`src/rtl/collision_rect_hit_table_top_defines.svh`:
```
// assertion macros shared by the rect hit table modules
`ifndef COLLISION_RECT_HIT_TABLE_TOP_DEFINES_SVH
`define COLLISION_RECT_HIT_TABLE_TOP_DEFINES_SVH

// same-cycle implication, checked outside reset
`define CRHT_ASSERT_NOW(lbl, clk, rst_n, ante, cons, msg) \
    lbl: assert property (@(posedge clk) disable iff (!rst_n) (ante) |-> (cons)) \
        else $error(msg);

// next-cycle implication, checked outside reset
`define CRHT_ASSERT_NEXT(lbl, clk, rst_n, ante, cons, msg) \
    lbl: assert property (@(posedge clk) disable iff (!rst_n) (ante) |=> (cons)) \
        else $error(msg);

`endif

```
`src/rtl/crht_pkg.sv`:
```
// shared types and codes of the rect hit table
package crht_pkg;

    localparam int COORD_W   = 16;
    localparam int SIZE_W    = 15;
    localparam int OP_W      = 2;
    localparam int STATUS_W  = 2;
    localparam int IDX_OUT_W = 6;
    localparam int CNT_OUT_W = 7;

    localparam logic [OP_W-1:0] OP_ADD    = 2'd0;
    localparam logic [OP_W-1:0] OP_LOCATE = 2'd1;
    localparam logic [OP_W-1:0] OP_DELETE = 2'd2;

    localparam logic [STATUS_W-1:0] ST_OK   = 2'd0;
    localparam logic [STATUS_W-1:0] ST_NONE = 2'd1;
    localparam logic [STATUS_W-1:0] ST_FULL = 2'd2;

    // read address select
    localparam logic [1:0] RD_ZERO = 2'd0;
    localparam logic [1:0] RD_NEXT = 2'd1;
    localparam logic [1:0] RD_SKIP = 2'd2;

    // result index select
    localparam logic [1:0] IDX_ZERO  = 2'd0;
    localparam logic [1:0] IDX_PTR   = 2'd1;
    localparam logic [1:0] IDX_COUNT = 2'd2;

    typedef struct packed {
        logic [COORD_W-1:0] left;
        logic [COORD_W-1:0] top;
        logic [SIZE_W-1:0]  w;
        logic [SIZE_W-1:0]  h;
    } t_entry;

    typedef struct packed {
        logic                capture;
        logic                rd_en;
        logic [1:0]          rd_sel;
        logic                ptr_clr;
        logic                ptr_inc;
        logic                wr_add;
        logic                wr_shift;
        logic                cnt_inc;
        logic                cnt_dec;
        logic                res_load;
        logic [STATUS_W-1:0] res_status;
        logic [1:0]          res_idx_sel;
        logic                out_load;
    } t_cmd;

    typedef struct packed {
        logic [OP_W-1:0] op;
        logic            full;
        logic            empty;
        logic            hit;
        logic            scan_last;
        logic            shift_last;
    } t_stat;

endpackage

```
`src/rtl/crht_ram.sv`:
```
// generic simple dual-port ram with registered read
module crht_ram #(
    parameter int WIDTH = 8,
    parameter int DEPTH = 16,
    localparam int AW = (DEPTH > 1) ? $clog2(DEPTH) : 1
) (
    input  logic             i_clk,
    input  logic             i_wr_en,
    input  logic [AW-1:0]    i_wr_addr,
    input  logic [WIDTH-1:0] i_wr_data,
    input  logic             i_rd_en,
    input  logic [AW-1:0]    i_rd_addr,
    output logic [WIDTH-1:0] o_rd_data
);

    logic [WIDTH-1:0] r_mem [DEPTH];
    logic [WIDTH-1:0] r_rd_data;

    always_ff @(posedge i_clk) begin
        if (i_wr_en) begin
            r_mem[i_wr_addr] <= i_wr_data;
        end
        if (i_rd_en) begin
            r_rd_data <= r_mem[i_rd_addr];
        end
    end

    assign o_rd_data = r_rd_data;

endmodule

```
`src/rtl/crht_dp.sv`:
```
// datapath: captured word, table ram, scan pointer, count and result registers
`include "collision_rect_hit_table_top_defines.svh"

module crht_dp #(
    parameter int TABLE_DEPTH = 64
) (
    input  logic                                i_clk,
    input  logic                                i_rst_n,
    input  crht_pkg::t_cmd                      i_cmd,
    output crht_pkg::t_stat                     o_stat,
    input  logic [crht_pkg::OP_W-1:0]           i_operation,
    input  logic signed [crht_pkg::COORD_W-1:0] i_point_x,
    input  logic signed [crht_pkg::COORD_W-1:0] i_point_y,
    input  logic [crht_pkg::SIZE_W-1:0]         i_rect_width,
    input  logic [crht_pkg::SIZE_W-1:0]         i_rect_height,
    output logic [crht_pkg::STATUS_W-1:0]       o_status,
    output logic [crht_pkg::IDX_OUT_W-1:0]      o_entry_index,
    output logic [crht_pkg::CNT_OUT_W-1:0]      o_entry_count
);

    localparam int IW = $clog2(TABLE_DEPTH);
    localparam int CW = $clog2(TABLE_DEPTH + 1);
    localparam int EW = $bits(crht_pkg::t_entry);

    // captured word
    logic [crht_pkg::OP_W-1:0]    r_op;
    logic [crht_pkg::COORD_W-1:0] r_x;
    logic [crht_pkg::COORD_W-1:0] r_y;
    logic [crht_pkg::SIZE_W-1:0]  r_w;
    logic [crht_pkg::SIZE_W-1:0]  r_h;

    logic [CW-1:0] r_count, n_count;
    logic [IW-1:0] r_ptr, n_ptr;

    logic [crht_pkg::STATUS_W-1:0]  r_res_status;
    logic [IW-1:0]                  r_res_idx;
    logic [crht_pkg::STATUS_W-1:0]  r_out_status;
    logic [crht_pkg::IDX_OUT_W-1:0] r_out_idx;
    logic [crht_pkg::CNT_OUT_W-1:0] r_out_count;

    logic            wr_en;
    logic [IW-1:0]   wr_addr;
    crht_pkg::t_entry wr_entry;
    logic [IW-1:0]   rd_addr;
    logic [EW-1:0]   rd_data;
    crht_pkg::t_entry rd_entry;

    logic [CW:0] right_edge;
    logic [CW:0] bottom_edge;
    logic [16:0] right_sum;
    logic [16:0] bottom_sum;
    logic        hit;

    // table ram, one entry per rectangle
    crht_ram #(
        .WIDTH(EW),
        .DEPTH(TABLE_DEPTH)
    ) u_ram (
        .i_clk    (i_clk),
        .i_wr_en  (wr_en),
        .i_wr_addr(wr_addr),
        .i_wr_data(wr_entry),
        .i_rd_en  (i_cmd.rd_en),
        .i_rd_addr(rd_addr),
        .o_rd_data(rd_data)
    );

    assign rd_entry = crht_pkg::t_entry'(rd_data);

    always_comb begin
        case (i_cmd.rd_sel)
            crht_pkg::RD_ZERO: rd_addr = '0;
            crht_pkg::RD_NEXT: rd_addr = r_ptr + IW'(1);
            crht_pkg::RD_SKIP: rd_addr = r_ptr + IW'(2);
            default:           rd_addr = '0;
        endcase
    end

    // add writes the captured word at the tail, shift moves the read entry down
    assign wr_en   = i_cmd.wr_add || i_cmd.wr_shift;
    assign wr_addr = i_cmd.wr_add ? r_count[IW-1:0] : r_ptr;
    always_comb begin
        if (i_cmd.wr_add) begin
            wr_entry.left = r_x;
            wr_entry.top  = r_y;
            wr_entry.w    = r_w;
            wr_entry.h    = r_h;
        end else begin
            wr_entry = rd_entry;
        end
    end

    // strict containment, edges formed at 17 bits so they never wrap
    assign right_sum  = {rd_entry.left[15], rd_entry.left} + {2'b00, rd_entry.w};
    assign bottom_sum = {rd_entry.top[15], rd_entry.top} + {2'b00, rd_entry.h};
    assign hit = ($signed(rd_entry.left) < $signed(r_x))
              && ($signed(right_sum) > $signed({r_x[15], r_x}))
              && ($signed(rd_entry.top) < $signed(r_y))
              && ($signed(bottom_sum) > $signed({r_y[15], r_y}));

    assign right_edge  = {1'b0, CW'(r_ptr)} + (CW + 1)'(1);
    assign bottom_edge = {1'b0, CW'(r_ptr)} + (CW + 1)'(2);

    assign o_stat.op         = r_op;
    assign o_stat.full       = (r_count == CW'(TABLE_DEPTH));
    assign o_stat.empty      = (r_count == '0);
    assign o_stat.hit        = hit;
    assign o_stat.scan_last  = (right_edge == {1'b0, r_count});
    assign o_stat.shift_last = (bottom_edge == {1'b0, r_count});

    always_comb begin
        n_count = r_count;
        if (i_cmd.cnt_inc) begin
            n_count = r_count + CW'(1);
        end else if (i_cmd.cnt_dec) begin
            n_count = r_count - CW'(1);
        end
        n_ptr = r_ptr;
        if (i_cmd.ptr_clr) begin
            n_ptr = '0;
        end else if (i_cmd.ptr_inc) begin
            n_ptr = r_ptr + IW'(1);
        end
    end

    always_ff @(posedge i_clk) begin
        if (!i_rst_n) begin
            r_count <= '0;
            r_ptr   <= '0;
        end else begin
            r_count <= n_count;
            r_ptr   <= n_ptr;
        end
    end

    always_ff @(posedge i_clk) begin
        if (i_cmd.capture) begin
            r_op <= i_operation;
            r_x  <= i_point_x;
            r_y  <= i_point_y;
            r_w  <= i_rect_width;
            r_h  <= i_rect_height;
        end
        if (i_cmd.res_load) begin
            r_res_status <= i_cmd.res_status;
            case (i_cmd.res_idx_sel)
                crht_pkg::IDX_PTR:   r_res_idx <= r_ptr;
                crht_pkg::IDX_COUNT: r_res_idx <= r_count[IW-1:0];
                default:             r_res_idx <= '0;
            endcase
        end
        if (i_cmd.out_load) begin
            r_out_status <= r_res_status;
            r_out_idx    <= crht_pkg::IDX_OUT_W'(r_res_idx);
            r_out_count  <= crht_pkg::CNT_OUT_W'(r_count);
        end
    end

    assign o_status      = r_out_status;
    assign o_entry_index = r_out_idx;
    assign o_entry_count = r_out_count;

    `CRHT_ASSERT_NOW(a_count_range, i_clk, i_rst_n, 1'b1, r_count <= CW'(TABLE_DEPTH),
        "entry count above table depth")
    `CRHT_ASSERT_NOW(a_inc_not_full, i_clk, i_rst_n, i_cmd.cnt_inc, !o_stat.full,
        "append into a full table")
    `CRHT_ASSERT_NOW(a_dec_not_empty, i_clk, i_rst_n, i_cmd.cnt_dec, !o_stat.empty,
        "removal from an empty table")

endmodule

```
`config.mk`:
```
export PLATFORM = sky130hd
export DESIGN_NAME = crht_dp
export DESIGN_NICKNAME = d
export VERILOG_FILES = /design/src/rtl/crht_pkg.sv /design/src/rtl/crht_ram.sv /design/src/rtl/crht_dp.sv
export VERILOG_INCLUDE_DIRS = /design/src /design/src/rtl
export SDC_FILE = /design/constraint.sdc
export NUM_CORES = 2
export LEC_CHECK = 0
export ABC_CLOCK_PERIOD_IN_PS = 5500
export BUFFER_PORTS_ARGS = -buffer_cell sky130_fd_sc_hd__buf_4
export CORE_MARGIN = 3
export CORE_UTILIZATION = 50
export DETAILED_ROUTE_END_ITERATION = 8
export MAX_ROUTING_LAYER = met4
export PLACE_DENSITY = 0.68
export RECOVER_POWER = 25
export SYNTH_ARGS = -nofsm -noshare
export SYNTH_HDL_FRONTEND = slang
export SYNTH_SLANG_ARGS = --single-unit
```
`constraint.sdc`:
```
create_clock -name i_clk -period 5.5 [get_ports i_clk]
set_input_delay 1.375 -clock i_clk [delete_from_list [all_inputs] [get_ports i_clk]]
set_output_delay 1.375 -clock i_clk [all_outputs]
set_load 0.01 [all_outputs]
```
; Word-level counts from Yosys, hierarchy flattened
; Memory sizes are Yosys's and may differ from the RTL's. A register that Yosys moved wholly into a read port is not among the register bits.
; Index checks and enable logic that the tools add are counted.
[classes]
addsub = 8
order_cmp = 4
bitwise = 1
muxes = 8
n_reduce_logical = 7
n_eq_ne = 7
[op_table]
columns = operator, count
row1 = 62-bit two-way mux, 1
row2 = 16-bit by 16-bit adder with 17-bit output, 2
row3 = 17-bit by 16-bit greater-than comparator with 1-bit output, 2
row4 = 16-bit < comparator, 2
row5 = 6-bit case mux with 2 select lines, 2
row6 = 7-bit equality test, 2
row7 = 7-bit two-way mux, 2
row8 = "6-bit by 1-bit adder with 7-bit output, second input constant", 1
row9 = "6-bit by 2-bit adder with 7-bit output, second input constant", 1
row10 = "7-bit by 1-bit adder with 7-bit output, second input constant", 1
row11 = "7-bit equality test, second input constant", 1
row12 = 7-bit logical NOT, 1
row13 = "7-bit by 1-bit subtractor with 7-bit output, second input constant", 1
row14 = "6-bit by 1-bit adder with 6-bit output, second input constant", 1
row15 = "6-bit by 2-bit adder with 6-bit output, second input constant", 1
row16 = 6-bit two-way mux, 1
row17 = "2-bit by 1-bit equality test with 1-bit output, second input constant", 2
row18 = "2-bit equality test, second input constant", 2
row19 = 1-bit logical AND, 3
row20 = 1-bit two-way mux, 2
row21 = 2-bit nonzero test, 1
row22 = 2-bit OR reduction, 1
row23 = 1-bit logical OR, 1
row24 = 1-bit NOT, 1
[totals]
register_bits = 100
mem_bits_rw = 3968
in_bits = 82
mem_count = 1
word_cells = 48
[memory_table]
columns = name, words, word_bits, read_ports, rd_clocked_by_memory_dff, write_ports, line_no
row1 = u_ram.r_mem, 64, 62, 1, 1, 1, crht_ram.sv:16  ; logic [WIDTH-1:0] r_mem [DEPTH];

; Depth between registers and ports, before layout
[logic_depth]
ltp_word = 5
depth_mapped = 19

; Cells and area by module
; A second synthesis with hierarchy kept.
[unflattened]
cells_unflattened = 7375
hier_area_um2 = 159994.7
[by_module_without_submodules]
columns = module, cells_each, n_inst, area_per_inst_um2
row1 = crht_ram, 6650, 1, 152387.4
row2 = crht_dp, 725, 1, 7607.3

; Least setup slack after synthesis
; Ideal clock, no wire load.
[synth_path]
kind = input to register
startpoint = input i_cmd[9] (netlist bit)
endpoint = memory u_ram.r_mem[19][0] (netlist bit), enable pin
path_buffers = 2
required_time_ns = 5.018
path_slack_ns = -0.022
arrival_ns = 5.040
setup_ns = 0.482
cell_stages = 6
path_cell_list = clkbuf_1 -> clkbuf_1 -> nand2_1 -> o21ai_0 -> nand2_1 -> nor2_1
[synth_via]
elab_chain_len = 3
word_cells_on_any_way = 4
[synth_lines]
columns = item, line_no
row1 = from (decl), crht_dp.sv:9  ; input crht_pkg::t_cmd i_cmd,
row2 = 1-bit logical OR, crht_dp.sv:80  ; assign wr_en = i_cmd.wr_add || i_cmd.wr_shift;
row3 = 1-bit two-way mux, crht_ram.sv:20  ; if (i_wr_en) begin
row4 = 1-bit two-way mux (not written as such), crht_ram.sv:21  ; r_mem[i_wr_addr] <= i_wr_data;
row5 = to (decl), crht_ram.sv:16
; Several ways; a longest one is shown, not always the timed one.

==> flow_metrics.env <==
export IMPL_drv_slew=1951
export IMPL_synthAdderAreaFrac_pct=0.843
export IMPL_violations="capacitance limit, slew limit, setup timing"
export IMPL_antenna_left=0
export IMPL_coreArea_sq_um=324000
export IMPL_place_inst=12193
export IMPL_synthSimpleGateAreaFrac_pct=2.80
export IMPL_critPathLaunchType="flip-flop"
export IMPL_yosys_top_cells_area="edfxtp_1, mux4_2, mux2i_1, nand2_1, ha_1"
export IMPL_grt_overflow=0
export IMPL_vias_per_cell=6.47
export IMPL_clock_sinks=4130
export IMPL_status="finished with violations"
export IMPL_groute_usage_overall_pct=27.7
export IMPL_cts_max_path_buffers=4
export IMPL_postPlaceCellArea_sq_um=172000
export IMPL_htree_levels=5
export IMPL_design_area_sq_um=185000
export IMPL_irDropWorstVdd_mv=0.318
export IMPL_crit_required_ns=4.12
export IMPL_grt_start_max_net_pins=80
export IMPL_min_path_type="flip-flop to flip-flop"
export IMPL_post_route_period_util_pct=112
export IMPL_maxCapViolations=34
export IMPL_tightest_slew_ns=3.29
export IMPL_crit_type="flip-flop to output port"
export IMPL_grt_pass1_vias=83271
export IMPL_synth_edf_count=4117
export IMPL_die_width_um=577
export IMPL_utilization_pct=57.2
export IMPL_synth_area_sq_um=163000
export IMPL_finalCriticalPeriod_ns=6.14
export IMPL_die_h_um=577
export IMPL_yosysTopAreaCellShare_pct=75.8
export IMPL_synth_seq_cells=4130
export IMPL_p_per_area_nw_per_um2=367
export IMPL_crit_fanout=4
export IMPL_instances_no_fill=12962
export IMPL_synth_cell_types=69
export IMPL_synth_ff_type="edfxtp_1"
export IMPL_routedWlPerCell_um=34.7
export IMPL_syn2layout_area_growth_pct=13.7
export IMPL_firstDrtPassIters=6
export IMPL_synthCells=7737
export IMPL_die_area_sq_um=333000
export IMPL_place_congestion=0.856
export IMPL_synth_top_family_by_area="multiplexers"
export IMPL_syn_nets=7927
export IMPL_start_util_pct=50.3
export IMPL_routed_wl_mm=450
export IMPL_endpoint_kind="output port"
export IMPL_rsz0062_at_grt="yes"
export IMPL_dp_hpwl_mm=248
export IMPL_hold_ws_ns=0.422
export IMPL_p_leak_nw=61.4
export IMPL_drt_iter0_markers=12564
export IMPL_ios=104
export IMPL_clk_pin_slew_ns=0.06
export IMPL_synth_xor_area_share_pct=0.236
export IMPL_synth_top_area_cell="edfxtp_1"
export IMPL_num_nets_final=8479
export IMPL_fin_ws_ns=-0.644
export IMPL_synth_compound_area_share_pct=2.21
export IMPL_finalHoldViolCount=0
export IMPL_grt_pass1_wl_mm=634
export IMPL_drive_above_1_share_pct=25.5
export IMPL_num_fill_cells=23519
export IMPL_synth_mux_area_share_pct=15.9
export IMPL_ys_warn_count=0
export IMPL_max_clock_freq_ghz=0.163
export IMPL_setup_violations_final=1
export IMPL_cts_inserted_buffers=409
export IMPL_skew_ns=0.0964
export IMPL_insertion_delay_ns=0.98
export IMPL_critPathArrivalTime_ns=4.77
export IMPL_cts_tree="done"
export IMPL_ctsRootBufferMaster="clkbuf_16"
export IMPL_relSlewSlack_pct=-119
export IMPL_io_buffers=103
export IMPL_drc=0
export IMPL_ys_async_sr_fraction_pct=0
export IMPL_antenna_found_initial=23
export IMPL_vias=83923
export IMPL_syn_avg_cell_area_sq_um=21.1
export IMPL_yosysSeqAreaShare_pct=76.0
export IMPL_rows=209
logic make-up after synthesis:
kind of cell	after synthesis
mux	1423
xor+xnor	43
flops	4130
fa+ha+maj	108
simple gates	1031
buf+inv	503
compound gates	499
layout by cell type (no fill, tap or decap), types with 101 or more instances in the layout:
cell       netlist  layout
a31oi_1        125     125
and3_1         125     123
buf_12          20     154
buf_4           65     318
clkbuf_1       101     122
clkbuf_16        0     412
edfxtp_1      4117    4117
ha_1           105     101
mux2i_1        433     433
mux4_2         932     932
nand2_1        375     373
nand3_1        147     142
nor2_1         306     244
metal layers:
| layer | part of all wire (%) | global-route usage (%) | vias to the layer above |
|---|---|---|---|
| met2 | 47 | 41.8 | 5270 |
| met3 | 11 | 5.43 | 818 |
| li1 | - | - | 33266 |
| met4 | 3.2 | 7.98 | 0 |
| met5 | 0 | - | - |
| met1 | 38 | 38.8 | 44569 |
Yosys cell counts (4+ instances only):
| library cell | number |
|---|---|
| o21a_1 | 6 |
| nor2_1 | 306 |
| clkbuf_1 | 101 |
| a22oi_1 | 7 |
| o21ai_0 | 45 |
| edfxtp_1 | 4117 |
| ha_1 | 105 |
| a2111oi_2 | 13 |
| inv_1 | 69 |
| o21bai_1 | 4 |
| nor4_1 | 5 |
| buf_12 | 20 |
| o211ai_1 | 4 |
| and3_1 | 125 |
| o22ai_1 | 64 |
| a2111oi_0 | 58 |
| buf_4 | 65 |
| nand2b_1 | 15 |
| a21o_1 | 30 |
| mux2_2 | 58 |
| nand2_1 | 375 |
| a2111oi_1 | 45 |
| nor2b_1 | 10 |
| o2111ai_1 | 5 |
| buf_6 | 74 |
| xnor2_1 | 23 |
| nor3_1 | 17 |
| nand4_1 | 13 |
| a21oi_1 | 55 |
| mux2i_1 | 433 |
| dfxtp_1 | 13 |
| mux4_2 | 932 |
| buf_2 | 149 |
| nand3_1 | 147 |
| a31oi_1 | 125 |
| a211oi_1 | 11 |
| clkbuf_4 | 5 |
| xor2_1 | 19 |
| buf_1 | 19 |
final timing paths:
path / endpoint / cells past startpoint / slack (ns) / start
max: o_stat[2] / 17 / -0.64 / u_ram.o_rd_data[17]
min: o_entry_index[5] / 0 / 0.42 / r_res_idx[5]
max reg2reg: u_ram.r_mem[46][19] / 6 / 0.80 / r_ptr[3]
min reg2reg: o_entry_index[5] / 0 / 0.42 / r_res_idx[5]
area by class of cell:
type | instances | area (sq um) | share of cell area (%)
clock inverters | 254 | 2370 | 1.28
repair buffers | 575 | 6080 | 3.28
inverters | 69 | 259 | 0.140
well taps | 4325 | 5410 | 2.92
clock buffers | 493 | 10600 | 5.74
multi-input cells | 3104 | 36700 | 19.8
flip-flops and latches | 4130 | 124000 | 66.8
diodes | 12 | 30.0 | 0.0162
per-stage QoR:
stage,worst slack (ns),power [W],setup TNS (ns)
final,-0.644,0.0681,-0.644
after global routing,-0.812,0.0700,-0.812
after CTS,-0.763,0.0683,-0.763
after detailed placement,-0.126,0.0414,-0.126
after global placement,-0.147,0.0412,-0.147
after floorplan,-0.0220,0.0395,-26.10
critical path, cell delays in order (launching register included):
cell	delay (ns)
edfxtp_1	0.40
ha_1	0.37
nand2_1	0.11
o211a_1	0.18
nor2_1	0.07
or4b_4	0.55
a31o_4	0.25
or4_4	0.41
nand3_2	0.09
ha_4	0.20
nand3_2	0.09
nor2_2	0.05
a41oi_2	0.15
nand4_1	0.15
a311oi_2	0.23
buf_4	0.18
and3_4	0.22
buf_6	0.11
flip-flops by register name, summed over array words and instances (netlist names), 7 cells and up:
register	flops
r_w	15
r_count	7
u_ram.o_rd_data	62
u_ram.r_mem	3968
r_h	15
r_y	16
r_x	16
o_entry_count	7
power by group:
part / switching [W] / internal, W / total (W)
clock: 0.0119 / 0.0154 / 0.0273
sequential: 0.000242 / 0.0357 / 0.0359
combinational: 0.00307 / 0.00179 / 0.00486
total: 0.0152 / 0.0529 / 0.0681
timing repair:
action / in CTS / in global routing
cloned: 0 / 0
endpoints found under the setup margin: 1 / 1
pin swaps: 16 / 12
resized for setup: 26 / 15
hold buffers: 0 / 0
setup buffers: 8 / 2
No activity file was read; power rests on OpenSTA's default activity.
