<file path="src/rtl/collision_rect_hit_table_top_defines.svh">
// assertion macros shared by the rect hit table modules
`ifndef COLLISION_RECT_HIT_TABLE_TOP_DEFINES_SVH
`define COLLISION_RECT_HIT_TABLE_TOP_DEFINES_SVH

// same-cycle implication, checked outside reset
`define CRHT_ASSERT_NOW(lbl, clk, rst_n, ante, cons, msg) \
    lbl: assert property (@(posedge clk) disable iff (!rst_n) (ante) |-> (cons)) \
        else $error(msg);

// next-cycle implication, checked outside reset
`define CRHT_ASSERT_NEXT(lbl, clk, rst_n, ante, cons, msg) \
    lbl: assert property (@(posedge clk) disable iff (!rst_n) (ante) |=> (cons)) \
        else $error(msg);

`endif

</file>
<file path="src/rtl/crht_pkg.sv">
// shared types and codes of the rect hit table
package crht_pkg;

    localparam int COORD_W   = 16;
    localparam int SIZE_W    = 15;
    localparam int OP_W      = 2;
    localparam int STATUS_W  = 2;
    localparam int IDX_OUT_W = 6;
    localparam int CNT_OUT_W = 7;

    localparam logic [OP_W-1:0] OP_ADD    = 2'd0;
    localparam logic [OP_W-1:0] OP_LOCATE = 2'd1;
    localparam logic [OP_W-1:0] OP_DELETE = 2'd2;

    localparam logic [STATUS_W-1:0] ST_OK   = 2'd0;
    localparam logic [STATUS_W-1:0] ST_NONE = 2'd1;
    localparam logic [STATUS_W-1:0] ST_FULL = 2'd2;

    // read address select
    localparam logic [1:0] RD_ZERO = 2'd0;
    localparam logic [1:0] RD_NEXT = 2'd1;
    localparam logic [1:0] RD_SKIP = 2'd2;

    // result index select
    localparam logic [1:0] IDX_ZERO  = 2'd0;
    localparam logic [1:0] IDX_PTR   = 2'd1;
    localparam logic [1:0] IDX_COUNT = 2'd2;

    typedef struct packed {
        logic [COORD_W-1:0] left;
        logic [COORD_W-1:0] top;
        logic [SIZE_W-1:0]  w;
        logic [SIZE_W-1:0]  h;
    } t_entry;

    typedef struct packed {
        logic                capture;
        logic                rd_en;
        logic [1:0]          rd_sel;
        logic                ptr_clr;
        logic                ptr_inc;
        logic                wr_add;
        logic                wr_shift;
        logic                cnt_inc;
        logic                cnt_dec;
        logic                res_load;
        logic [STATUS_W-1:0] res_status;
        logic [1:0]          res_idx_sel;
        logic                out_load;
    } t_cmd;

    typedef struct packed {
        logic [OP_W-1:0] op;
        logic            full;
        logic            empty;
        logic            hit;
        logic            scan_last;
        logic            shift_last;
    } t_stat;

endpackage

</file>
<file path="src/rtl/crht_ctrl.sv">
// controller: sequences add, scan and shift, owns the handshakes
`include "collision_rect_hit_table_top_defines.svh"

module crht_ctrl (
    input  logic            i_clk,
    input  logic            i_rst_n,
    input  logic            i_in_valid,
    output logic            o_in_ready,
    output logic            o_out_valid,
    input  logic            i_out_ready,
    input  crht_pkg::t_stat i_stat,
    output crht_pkg::t_cmd  o_cmd
);

    localparam logic [2:0] S_IDLE   = 3'd0;
    localparam logic [2:0] S_DECODE = 3'd1;
    localparam logic [2:0] S_SCAN   = 3'd2;
    localparam logic [2:0] S_SHIFT  = 3'd3;
    localparam logic [2:0] S_DONE   = 3'd4;

    logic [2:0] r_state, n_state;
    logic       r_out_valid, n_out_valid;
    crht_pkg::t_cmd cmd;

    always_comb begin
        cmd     = '0;
        n_state = r_state;
        case (r_state)
            S_IDLE: begin
                if (i_in_valid) begin
                    cmd.capture = 1'b1;
                    n_state     = S_DECODE;
                end
            end
            S_DECODE: begin
                cmd.res_status  = crht_pkg::ST_NONE;
                cmd.res_idx_sel = crht_pkg::IDX_ZERO;
                n_state         = S_DONE;
                case (i_stat.op)
                    crht_pkg::OP_ADD: begin
                        cmd.res_load = 1'b1;
                        if (i_stat.full) begin
                            cmd.res_status = crht_pkg::ST_FULL;
                        end else begin
                            cmd.wr_add      = 1'b1;
                            cmd.cnt_inc     = 1'b1;
                            cmd.res_status  = crht_pkg::ST_OK;
                            cmd.res_idx_sel = crht_pkg::IDX_COUNT;
                        end
                    end
                    crht_pkg::OP_LOCATE, crht_pkg::OP_DELETE: begin
                        if (i_stat.empty) begin
                            cmd.res_load = 1'b1;
                        end else begin
                            cmd.rd_en   = 1'b1;
                            cmd.rd_sel  = crht_pkg::RD_ZERO;
                            cmd.ptr_clr = 1'b1;
                            n_state     = S_SCAN;
                        end
                    end
                    default: begin
                        cmd.res_load = 1'b1;
                    end
                endcase
            end
            S_SCAN: begin
                if (i_stat.hit) begin
                    cmd.res_load    = 1'b1;
                    cmd.res_status  = crht_pkg::ST_OK;
                    cmd.res_idx_sel = crht_pkg::IDX_PTR;
                    n_state         = S_DONE;
                    if (i_stat.op == crht_pkg::OP_DELETE) begin
                        if (i_stat.scan_last) begin
                            cmd.cnt_dec = 1'b1;
                        end else begin
                            // fetch the entry above the hit, ptr stays on the hole
                            cmd.rd_en  = 1'b1;
                            cmd.rd_sel = crht_pkg::RD_NEXT;
                            n_state    = S_SHIFT;
                        end
                    end
                end else if (i_stat.scan_last) begin
                    cmd.res_load    = 1'b1;
                    cmd.res_status  = crht_pkg::ST_NONE;
                    cmd.res_idx_sel = crht_pkg::IDX_ZERO;
                    n_state         = S_DONE;
                end else begin
                    cmd.rd_en   = 1'b1;
                    cmd.rd_sel  = crht_pkg::RD_NEXT;
                    cmd.ptr_inc = 1'b1;
                end
            end
            S_SHIFT: begin
                cmd.wr_shift = 1'b1;
                cmd.ptr_inc  = 1'b1;
                if (i_stat.shift_last) begin
                    cmd.cnt_dec = 1'b1;
                    n_state     = S_DONE;
                end else begin
                    cmd.rd_en  = 1'b1;
                    cmd.rd_sel = crht_pkg::RD_SKIP;
                end
            end
            S_DONE: begin
                if (!r_out_valid || i_out_ready) begin
                    cmd.out_load = 1'b1;
                    n_state      = S_IDLE;
                end
            end
            default: begin
                n_state = S_IDLE;
            end
        endcase
    end

    assign n_out_valid = cmd.out_load || (r_out_valid && !i_out_ready);

    always_ff @(posedge i_clk) begin
        if (!i_rst_n) begin
            r_state     <= S_IDLE;
            r_out_valid <= 1'b0;
        end else begin
            r_state     <= n_state;
            r_out_valid <= n_out_valid;
        end
    end

    assign o_in_ready  = (r_state == S_IDLE);
    assign o_out_valid = r_out_valid;
    assign o_cmd       = cmd;

    `CRHT_ASSERT_NEXT(a_accept_decode, i_clk, i_rst_n, i_in_valid && o_in_ready,
        r_state == S_DECODE, "accepted word not decoded")
    `CRHT_ASSERT_NOW(a_no_overwrite, i_clk, i_rst_n, cmd.out_load,
        !r_out_valid || i_out_ready, "pending result overwritten")
    `CRHT_ASSERT_NEXT(a_shift_runs, i_clk, i_rst_n,
        r_state == S_SHIFT && !i_stat.shift_last, r_state == S_SHIFT,
        "shift left early")

endmodule
</file>
<file path="config.mk">
export PLATFORM = sky130hd
export DESIGN_NAME = crht_ctrl
export DESIGN_NICKNAME = d
export VERILOG_FILES = /design/src/rtl/crht_pkg.sv /design/src/rtl/crht_ctrl.sv
export VERILOG_INCLUDE_DIRS = /design/src /design/src/rtl
export SDC_FILE = /design/constraint.sdc
export NUM_CORES = 1
export LEC_CHECK = 0
export ABC_AREA = 1
export BUFFER_PORTS_ARGS = -buffer_cell sky130_fd_sc_hd__buf_2
export CORE_AREA = 5 5 42 44
export CTS_CLUSTER_DIAMETER = 200
export DETAILED_ROUTE_END_ITERATION = 7
export DIE_AREA = 0 0 47 49
export PLACE_DENSITY = 0.66
export RECOVER_POWER = 50
export SYNTH_ARGS = -nofsm -noshare
export SYNTH_HDL_FRONTEND = slang
export SYNTH_SLANG_ARGS = --single-unit
</file>
<file path="constraint.sdc">
create_clock -name i_clk -period 1 [get_ports i_clk]
set_input_delay 0.15 -clock i_clk [delete_from_list [all_inputs] [get_ports i_clk]]
set_output_delay 0.15 -clock i_clk [all_outputs]
set_load 0.03 [all_outputs]
</file>
### Word-level counts from Yosys, hierarchy flattened

Index checks and enable logic that the tools add are counted.

| operators by class | value |
|---|---|
| equality and inequality tests | 10 |
| multiplexer cells | 42 |
| reduce and logical (&&, ||, !) cells | 9 |

Operator list:

| kind | count |
|---|---|
| 2-to-1 mux 3 bit | 13 |
| 2-to-1 mux 1 bit | 17 |
| one-hot mux 3 bit (5 select lines) | 1 |
| 2-to-1 mux 4 bit | 3 |
| 2-to-1 mux 5 bit | 2 |
| one-hot mux 5 bit (2 select lines) | 1 |
| one-hot mux 3 bit (3 select lines) | 1 |
| equality test 3 x 2 -> 1 bit (second input constant) | 2 |
| != test 2 bit (second input constant) | 3 |
| 2-to-1 mux 2 bit | 2 |
| one-hot mux 1 bit (2 select lines) | 2 |
| AND reduction 4 bit | 1 |
| equality test 3 x 1 -> 1 bit (second input constant) | 1 |
| equality test 3 bit (second input constant) | 1 |
| zero test 3 bit | 1 |
| != test 3 bit (second input constant) | 1 |
| equality test 2 x 1 -> 1 bit (second input constant) | 1 |
| equality test 2 bit (second input constant) | 1 |
| zero test 1 bit | 2 |
| zero test 2 bit | 1 |
| logical OR 1 bit | 2 |
| OR reduction 2 bit | 1 |
| logical AND 1 bit | 1 |

| word-level totals | value |
|---|---|
| bits in registers | 4 |
| logic and storage cells | 63 |

### Longest topological paths before layout

Gate-level depths: netlist of run 1.

| depth | value |
|---|---|
| word-level depth | 5 |
| mapped depth | 10 |
| mapped depth without buffers | 10 |

### Worst setup path before layout of run 1

Ideal clock, no wire load.

| timing | value |
|---|---|
| path kind | reg-to-output |
| start point | register r_state[2] |
| end point | output port o_cmd[6] (netlist name) |
| arrival time | 1535 ps |
| path slack | -685 ps |
| stages on the path, launching flop included | 7 |
| path buffers | 1 |
| cells stage by stage | dfxtp_1 -> buf_4 -> nor2_4 -> nand2_2 -> nor2_1 -> nand3_1 -> o21ai_1 |

RTL lines:

| item | line | RTL |
|---|---|---|
| start, declared | crht_ctrl.sv:21 | `logic [2:0] r_state, n_state;` |
| start signal, assigned | crht_ctrl.sv:123 | `r_state <= n_state;` |
| end, declared | crht_ctrl.sv:12 | `output crht_pkg::t_cmd o_cmd` |

==> results of run 1 <==
repair_timing:
action	in CTS	in global routing
pin swaps	16	15
cloned	0	0
buffers inserted	7	4
gates resized for setup	56	9
setup endpoints to repair	21	21
hold buffers	0	0
power by group:
part / total [W] / internal [W] / switching (W)
clock network: 0.000200 / 0.000134 / 0.0000655
registers: 0.000221 / 0.000185 / 0.0000360
logic: 0.000825 / 0.000365 / 0.000459
total: 0.00125 / 0.000685 / 0.000561
worst max-delay path, delay by kind of cell (launching register included):
kind | cells | cell delay [ps]
buf+inv | 3 | 310
flops | 1 | 380
simple gates | 3 | 420
registers in the layout, indices dropped and copies added (netlist names):
register / cells
r_state: 3
o_out_valid: 1
stage by stage:
stage / TNS [ps] / power (W) / cells
after global placement: -3470 / 0.000764 / 131
after global routing: -9590 / 0.00132 / 144
after floorplan: -2700 / 0.000610 / 79
after CTS: -7560 / 0.00119 / 140
final: -8270 / 0.00125 / 144
after detailed placement: -3690 / 0.000774 / 131
cell type report:
cell class                 instances  area (µm²)
inverter                          19        78.8
sequential                         4        92.6
multi-input combinational         54         452
tap                               16        20.0
clock buffer                       3        22.5
timing repair buffer              48         423
fill                              89         313
per-layer routing:
layer  vias to the layer above  track usage, %  wire (µm)
met4                         0            7.37         59
li1                        335               -          -
met1                       323            17.5        602
met3                        10            3.69        126
met5                         -               0          0
met2                        32            33.7       1130
worst max path at each step:
stage                 to  cells past startpoint       start  slack [ps]
2_1_floorplan   o_cmd[9]                      5  r_state[0]        -300
3_3_place_gp   o_cmd[14]                      5  r_state[0]        -280
3_5_place_dp   o_cmd[14]                      5  r_state[0]        -290
4_1_cts         o_cmd[9]                      5  r_state[0]        -480
5_1_grt        o_cmd[14]                      5  r_state[0]        -590
6_report       o_cmd[14]                      6  r_state[1]        -510
cells by family (layout without fill, tap and decap cells):
| group | Yosys count | after routing | share of synthesized area, % |
|---|---|---|---|
| buffers and inverters | 21 | 70 | 19.8 |
| AOI/OAI and AO/OA | 5 | 5 | 5.73 |
| adders and majority gates | 2 | 2 | 5.73 |
| DFF | 4 | 4 | 18.3 |
| and+or+nand+nor | 47 | 47 | 50.4 |
layout by cell type, fill, tap and decap left out, types with 2 or more instances in the layout:
cell                       count
sky130_fd_sc_hd__buf_2        10
sky130_fd_sc_hd__inv_1        12
sky130_fd_sc_hd__dfxtp_4       3
sky130_fd_sc_hd__nand3_1       2
sky130_fd_sc_hd__nand2_1      11
sky130_fd_sc_hd__nand3_4       2
sky130_fd_sc_hd__clkbuf_4      3
sky130_fd_sc_hd__nor2_1        7
sky130_fd_sc_hd__o21ai_4       2
sky130_fd_sc_hd__inv_2         5
sky130_fd_sc_hd__buf_6        24
sky130_fd_sc_hd__nand3_2       3
sky130_fd_sc_hd__ha_1          2
sky130_fd_sc_hd__nand2_2       6
sky130_fd_sc_hd__buf_4        13
sky130_fd_sc_hd__nor2_4        9
sky130_fd_sc_hd__nor3_4        2
sky130_fd_sc_hd__nand2_4       3
==> results.tsv, run 1 <==
metric	value	unit
worst_pin_slew	297	ps
port_buffers	28	
antenna_left	0	
post_layout_inst_area	1090	µm²
worst-endpoint-arrival	1360	ps
synth_area_leader_cell	sky130_fd_sc_hd__dfxtp_1	
static-leakage-power	0.545	nW
min_delay_path_depth	3	
io_count	29	
maxCapViolCount	0	
synthToLayoutAreaGrowth	149	%
clk_latency	230	ps
worstSetupEndpointType	output port	
violated_checks	negative setup slack	
grt_start_max_net_pins	6	
power.density_cell_area	1140	nW/µm²
vias_per_cell	4.86	
cp_peak_stage_delay	380	ps
hold_violations	0	
holdCritPathClass	in2reg	
synth_seq_cells	4	
grt_overflow_total	0	
cts_tree	done	
period_minus_slack	1510	ps
synthesis.instances	79	
post_dp_cell_area	759	µm²
syn_avg_cell_area	5.53	µm²
unrepaired_setup_endpoints_after_global_routing	true	
detail_route.wirelength	1910	µm
reg2regPathDepth	11	
dp_worst_setup_slack	-288	ps
slew_headroom	80.1	%
core_area	1400	µm²
synth_seq_area_share	18.3	%
vdd_ir_drop_max	697	µV
finalCritPeriodShare	151	%
yosys.cell_types.count	18	
grt_util_all_layers	17.9	%
syn_nets	92	
timing.reg2reg.setup_slack	-390	ps
timing.critical_path.cells	inv_4, nor2_4, buf_6, nand3_4, nand4_1, buf_6	
firstDrtPassIters	4	
synth.cells.most_frequent	sky130_fd_sc_hd__nand2_1, sky130_fd_sc_hd__inv_1, sky130_fd_sc_hd__nor2_1	
fin_nets	143	
crit_required	850	ps
reg_to_reg_critical_path_endpoint	r_state[0]	
critical_path.most_common_cell	sky130_fd_sc_hd__buf_6	
drt_drc_violations_left	0	
synth_top_cells_by_area	sky130_fd_sc_hd__dfxtp_1, sky130_fd_sc_hd__nand2_1, sky130_fd_sc_hd__inv_1	
clock_sinks	4	
final_core_utilization	77.7	%
edff_count_synth	0	
initial_utilization	31.2	%
cts-buffers-inserted	3	
antennaDiodeCount	0	
skew	0.789	ps
rows	14	
slew_viol_final	0	
critical_path_class	reg2out	
cp_max_fo	4	
cts.htree.levels	1	
fp.dieW	47	µm
clock-root-buffer	sky130_fd_sc_hd__clkbuf_4	
clockBufferDepth	2	
first_global_vias	743	
maxClockFrequency	0.663	GHz
netlist.area_leader.share	18.3	%
setup_viol	21	
die-height	49	µm
result_of_the_run	complete, but fails checks	
dp_hpwl	1140	µm
hold-path-endpoint	r_state[1]	
timing.hold.ws	136	ps
hold_start	i_rst_n	
post-synth-top-count-cell	sky130_fd_sc_hd__nand2_1	
die-area	2300	µm²
worst_path_max_delay_cell	sky130_fd_sc_hd__dfxtp_4	
synth-async-reset-ratio	0	%
crit_start_category	flip-flop	
routability_cong	0.804	
grt_antenna_before_repair	0	
postLayoutSetupSlackWorst	-508	ps
path_clk_slew	40	ps
layout-drive-gt1-share	71.1	%
yosys_warning_count	0	
dr_total_vias	700	
postSynth.topFlopCell	sky130_fd_sc_hd__dfxtp_1	
routedWlPerCell	13.3	µm
synth_area	437	µm²
grt_pass1_wl	3040	µm
drtIter0Drc	2	
critical_path.reg2reg.startpoint	r_state[1]	
Note: power is estimated with default switching activity, not from simulation.
==> run 2, diff against run 1 <==
--- a/config.mk
+++ b/config.mk
@@ -12,7 +12,7 @@
 export CTS_CLUSTER_DIAMETER = 200
 export DETAILED_ROUTE_END_ITERATION = 7
 export DIE_AREA = 0 0 47 49
-export PLACE_DENSITY = 0.66
+export PLACE_DENSITY_LB_ADDON = 0.08
 export RECOVER_POWER = 50
 export SYNTH_ARGS = -nofsm -noshare
 export SYNTH_HDL_FRONTEND = slang
==> run 2 against run 1 <==
The flow still finishes with violations (negative setup slack). Sequential share of layout area up 0.21 points. Register-to-register slack better by 90 ps. Clock power about the same. First-iteration DRC count is 100% higher. Flip-flop and latch count unchanged. Die area unchanged. Routed wire length fell by 16%. Final cell count did not move. Non-clock buffer count stayed put. Global-route usage decreased by 2.7 points. Largest cell class unchanged.
==> results.tsv, run 2 (synthesis results as in run 1) <==
metric	value	unit	change
holdCritPathClass	in2reg		
skew	5.15	ps	+4.36 ps
finalCritPeriodShare	145	%	-5.9 points
slew_headroom	81.4	%	+1.3 points
clk_latency	230	ps	about the same
cts_tree	done		
fin_nets	143		unchanged
detail_route.wirelength	1600	µm	-16%
violated_checks	negative setup slack		
cp_max_fo	4		unchanged
cts-buffers-inserted	3		unchanged
clockBufferDepth	2		unchanged
reg_to_reg_critical_path_endpoint	r_state[0]		
crit_end	o_cmd[14]		
fp.dieW	47	µm	unchanged
crit_start_category	flip-flop		
timing.hold.ws	136	ps	+0.221 ps
vdd_ir_drop_max	813	µV	+17%
initial_utilization	31.2	%	unchanged
clock_sinks	4		unchanged
hold_violations	0		unchanged
dp_hpwl	1130	µm	-1.2%
first_global_vias	654		-12%
layout.cells.most_common	sky130_fd_sc_hd__buf_6		
worstSetupEndpointType	output port		
holdBufCountCts	0		unchanged
io_count	29		unchanged
postLayoutSetupSlackWorst	-449	ps	+58.9 ps
die-area	2300	µm²	unchanged
antennaDiodeCount	0		unchanged
layout-drive-gt1-share	70.3	%	-0.78 points
worst_setup_path_startpoint	r_state[2]		
path_clk_slew	40	ps	about the same
clock-root-buffer	sky130_fd_sc_hd__clkbuf_4		
drt_drc_violations_left	0		unchanged
post_dp_cell_area	759	µm²	unchanged
crit_required	850	ps	about the same
result_of_the_run	complete, but fails checks		
antenna_left	0		unchanged
dp_worst_setup_slack	-308	ps	-20.0 ps
worst_path_max_delay_cell	sky130_fd_sc_hd__dfxtp_4		
synthToLayoutAreaGrowth	143	%	
die-height	49	µm	unchanged
rows	14		unchanged
layout.cells.most_common_list	sky130_fd_sc_hd__buf_6, sky130_fd_sc_hd__buf_4, sky130_fd_sc_hd__nand2_1		
power.density_cell_area	1170	nW/µm²	+2.6%
unrepaired_setup_endpoints_after_global_routing	true		
grt_antenna_before_repair	0		unchanged
setup_viol	21		unchanged
routability_cong	0.727		-9.6%
drtIter0Drc	4		+2
cp_peak_stage_delay	360	ps	-20 ps
period_minus_slack	1450	ps	-58.9 ps
worst-endpoint-arrival	1300	ps	-60 ps
post_layout_inst_area	1060	µm²	-2.4%
largest-register	r_state		
core_area	1400	µm²	unchanged
firstDrtPassIters	3		-1
routedWlPerCell	11.1	µm	-16%
timing.critical_path.cells	nor3_4, nand3_2, nand4_1, buf_6		
grt_overflow_total	0		unchanged
cts.htree.levels	1		unchanged
totalNegativeSetupSlack	-7430	ps	+846 ps
critical_path.reg2reg.startpoint	r_state[0]		
reg2regPathDepth	10		-1
critical_path_class	reg2out		
grt_util_all_layers	15.3	%	-2.7 points
slew_viol_final	0		unchanged
grt_pass1_wl	2670	µm	-12%
maxClockFrequency	0.690	GHz	+4.1%
timing.reg2reg.setup_slack	-300	ps	+90 ps
largest_reg_flops	3		unchanged
port_buffers	28		unchanged
vias_per_cell	4.53		-6.9%
grt_start_max_net_pins	7		+1
maxCapViolCount	0		unchanged
dr_total_vias	652		-6.9%
worst_pin_slew	277	ps	-19.7 ps
static-leakage-power	0.540	nW	-1.0%
run 2: cell type report:
type                    instances  area [µm²]
clock buffers                   3        22.5
fillers                       103         339
inverters                      19        78.8
multi-input cells              54         428
flip-flops and latches          4        92.6
well taps                      16        20.0
repair buffers                 48         420
run 2: power breakdown:
part | internal (W) | switching [W]
sequential | 0.000185 | 0.0000322
clock | 0.000134 | 0.0000663
combinational | 0.000381 | 0.000449
run 2: per-stage QoR:
stage	utilization (%)	std cells	total power, W
2_1_floorplan	-	79	0.000610
6_report	75.8	144	0.00125
3_3_place_gp	54.2	131	0.000764
4_1_cts	73.1	143	0.00122
5_1_grt	75.8	144	0.00133
3_5_place_dp	54.2	131	0.000766
run 2: what timing repair did:
action,4_1_cts,5_1_grt
setup endpoints to repair,21,21
pin swaps,15,7
setup buffers,9,2
gates resized for setup,49,7
run 2: critical path: cells and delay by family (launching register included):
kind | cells | cell delay [ps]
buffers and inverters | 1 | 150
flip-flops | 1 | 360
AND/OR/NAND/NOR | 3 | 560
run 2: how the worst min path moves through the flow:
stage / depth (start not counted) / start / slack, ps / endpoint
final: 3 / i_rst_n / 140 / r_state[1]
after global routing: 3 / i_rst_n / 160 / r_state[1]
after CTS: 3 / i_rst_n / 130 / r_state[1]
after detailed placement: 3 / i_rst_n / 370 / r_state[1]
after global placement: 3 / i_rst_n / 370 / r_state[1]
after floorplan: 2 / i_rst_n / 240 / r_state[1]
run 2: metal layers:
layer  track usage, %  share of wire [%]  vias to the layer above  routed length [µm]
li1                 -                  -                      342                   -
met1             18.9                 39                      285                 625
met2             25.6                 54                       25                 870
met3             3.32                6.7                        0                 108
met4             4.15                  0                        0                   0
met5                0                  0                        -                   0
==> run 3, diff against run 2 <==
==> constraint.sdc (replaced) <==
create_clock -name i_clk -period 1.3 [get_ports i_clk]
set_input_delay 0.195 -clock i_clk [delete_from_list [all_inputs] [get_ports i_clk]]
set_output_delay 0.195 -clock i_clk [all_outputs]
set_load 0.03 [all_outputs]
==> run 3 against run 2 <==
The flow still finishes with violations (negative setup slack). Routed wire length shrank 11%. Critical path depth shrank 1. Final cell count shrank 5.6%. Flip-flop and latch count is the same. Largest cell class unchanged. Die area is the same. Count of clock-buffer cells in the layout is the same. Register-to-register slack gained 170 ps. Critical endpoint is now o_in_ready. Core utilization shrank 15 points. Sequential power shrank 24%. Critical path type unchanged. Clock skew shrank 4.5 ps. Combinational power shrank 41%.
==> results.tsv, run 3 (synthesis results as in run 1) <==
metric	value	unit	change
drtIter0Drc	13		+9
maxCapViolCount	0		unchanged
antennaDiodeCount	0		unchanged
dr_total_vias	616		-5.5%
skew	0.649	ps	-4.50 ps
rows	14		unchanged
clk_latency	240	ps	about the same
core_area	1400	µm²	unchanged
power.density_cell_area	953	nW/µm²	-19%
drt_drc_violations_left	0		unchanged
routability_cong	0.796		+9.6%
post_layout_inst_area	857	µm²	-19%
crit_required	1110	ps	+260 ps
multi_input_comb_area	334	µm²	-22%
grt_antenna_before_repair	0		unchanged
crit_start_category	flip-flop		
hold_violations	0		unchanged
fp.dieW	47	µm	unchanged
dp_hpwl	1050	µm	-7.1%
timing.reg2reg.setup_slack	-130	ps	+170 ps
fill_cell_instance_count_of_the_final_layout	145		+41%
period_minus_slack	1480	ps	
die-height	49	µm	unchanged
reg2regPathDepth	11		+1
layout-drive-gt1-share	56.7	%	-14 points
layout.cells.most_common_list	sky130_fd_sc_hd__inv_1, sky130_fd_sc_hd__buf_4, sky130_fd_sc_hd__nand2_1		
io_count	29		unchanged
holdCritPathClass	in2reg		
postLayoutSetupSlackWorst	-180	ps	+268 ps
first_global_vias	646		-1.2%
slew_headroom	78.0	%	-3.5 points
final-seq-area	91.3	µm²	-1.4%
vias_per_cell	4.53		about the same
detail_route.wirelength	1420	µm	-11%
firstDrtPassIters	4		+1
die-area	2300	µm²	unchanged
cts.htree.levels	1		unchanged
routedWlPerCell	10.4	µm	-6.2%
worst_pin_slew	328	ps	+50.5 ps
worst-endpoint-arrival	1290	ps	about the same
dp_worst_setup_slack	-51.7	ps	+256 ps
critical_path.reg2reg.startpoint	r_state[0]		
reg_to_reg_critical_path_endpoint	r_state[1]		
port_buffers	28		unchanged
grt_pass1_wl	2540	µm	-4.9%
grt_start_max_net_pins	7		unchanged
worstSetupEndpointType	output port		
antenna_left	0		unchanged
fin_nets	135		-5.6%
setup_viol	17		-19%
synthToLayoutAreaGrowth	96.3	%	
clock-root-buffer	sky130_fd_sc_hd__clkbuf_4		
path_clk_slew	40	ps	about the same
total_power	0.000817	W	-34%
unrepaired_setup_endpoints_after_global_routing	true		
largest-register	r_state		
maxClockFrequency	0.675	GHz	
clock_sinks	4		unchanged
clockBufferDepth	2		unchanged
hold_start	i_rst_n		
min_delay_path_depth	3		unchanged
static-leakage-power	0.480	nW	-11%
grt_util_all_layers	14.5	%	-0.77 points
finalCritPeriodShare	114	%	
critical_path_class	reg2out		
cts-buffers-inserted	3		unchanged
largest_reg_flops	3		unchanged
grt_overflow_total	0		unchanged
result_of_the_run	complete, but fails checks		
violated_checks	negative setup slack		
slew_viol_final	0		unchanged
hold-path-endpoint	r_state[1]		
cts_tree	done		
initial_utilization	31.2	%	unchanged
totalNegativeSetupSlack	-1760	ps	+5670 ps
cp_max_fo	4		unchanged
holdBufCountCts	0		unchanged
vdd_ir_drop_max	517	µV	-36%
post_dp_cell_area	652	µm²	-14%
## run 3: cell types whose count changed in the layout (fill, tap and decap cells not counted), sizes merged
| cell | delta |
|---|---|
| buf | -7 |
| clkbuf | -1 |
## run 3: metrics by stage
step / cells / util [%] / hold WS, ps
floorplan: 79 / - / 293
global placement: 127 / 46.5 / 427
detailed placement: 127 / 46.5 / 422
CTS: 134 / 58.9 / 173
global route: 136 / 61.2 / 202
finish: 136 / 61.2 / 180
## run 3: critical path, stage by stage (launching register included)
cell	delay [ps]
sky130_fd_sc_hd__dfxtp_4	350
sky130_fd_sc_hd__buf_4	150
sky130_fd_sc_hd__nor3_1	320
sky130_fd_sc_hd__buf_4	230
## run 3: metal layers
metal,part of all wire (%),global-route usage (%),wire (µm),up-vias
met1,38,16.4,543,271
met3,7.8,5.17,111,0
li1,-,-,-,323
met5,0,0,0,-
met4,0,1.38,0,0
met2,54,25.8,765,22
## run 3: what timing repair did
action / in CTS / in global routing
hold endpoints to repair: 0 / 0
pin swaps: 2 / 4
cloned: 0 / 0
resized for setup: 40 / 5
buffers inserted: 4 / 2
setup endpoints to repair: 17 / 18
## run 3: cell type report
| class | count | area share, % |
|---|---|---|
| sequential | 4 | 10.7 |
| tap | 16 | 2.34 |
| timing repair buffer | 40 | 36.8 |
| clock buffer | 3 | 2.63 |
| inverter | 19 | 8.61 |
| multi-input combinational | 54 | 39.0 |
## run 3: worst max-delay path by stage
stage                 end  startpoint  slack, ps  depth (start not counted)
2_1_floorplan    o_cmd[6]  r_state[1]       -280                          6
3_3_place_gp    o_cmd[14]  r_state[0]        -50                          5
4_1_cts         o_cmd[14]  r_state[1]       -160                          4
6_report       o_in_ready  r_state[0]       -180                          3
5_1_grt         o_cmd[14]  r_state[1]       -270                          7
3_5_place_dp    o_cmd[14]  r_state[0]        -50                          5
## run 3: power by group
group          leakage, nW  switching [W]  internal (W)  total [W]
Clock               0.0138      0.0000556      0.000104   0.000159
Sequential          0.0348      0.0000230      0.000142   0.000165
Combinational        0.432       0.000280      0.000213   0.000493
Total                0.480       0.000359      0.000458   0.000817
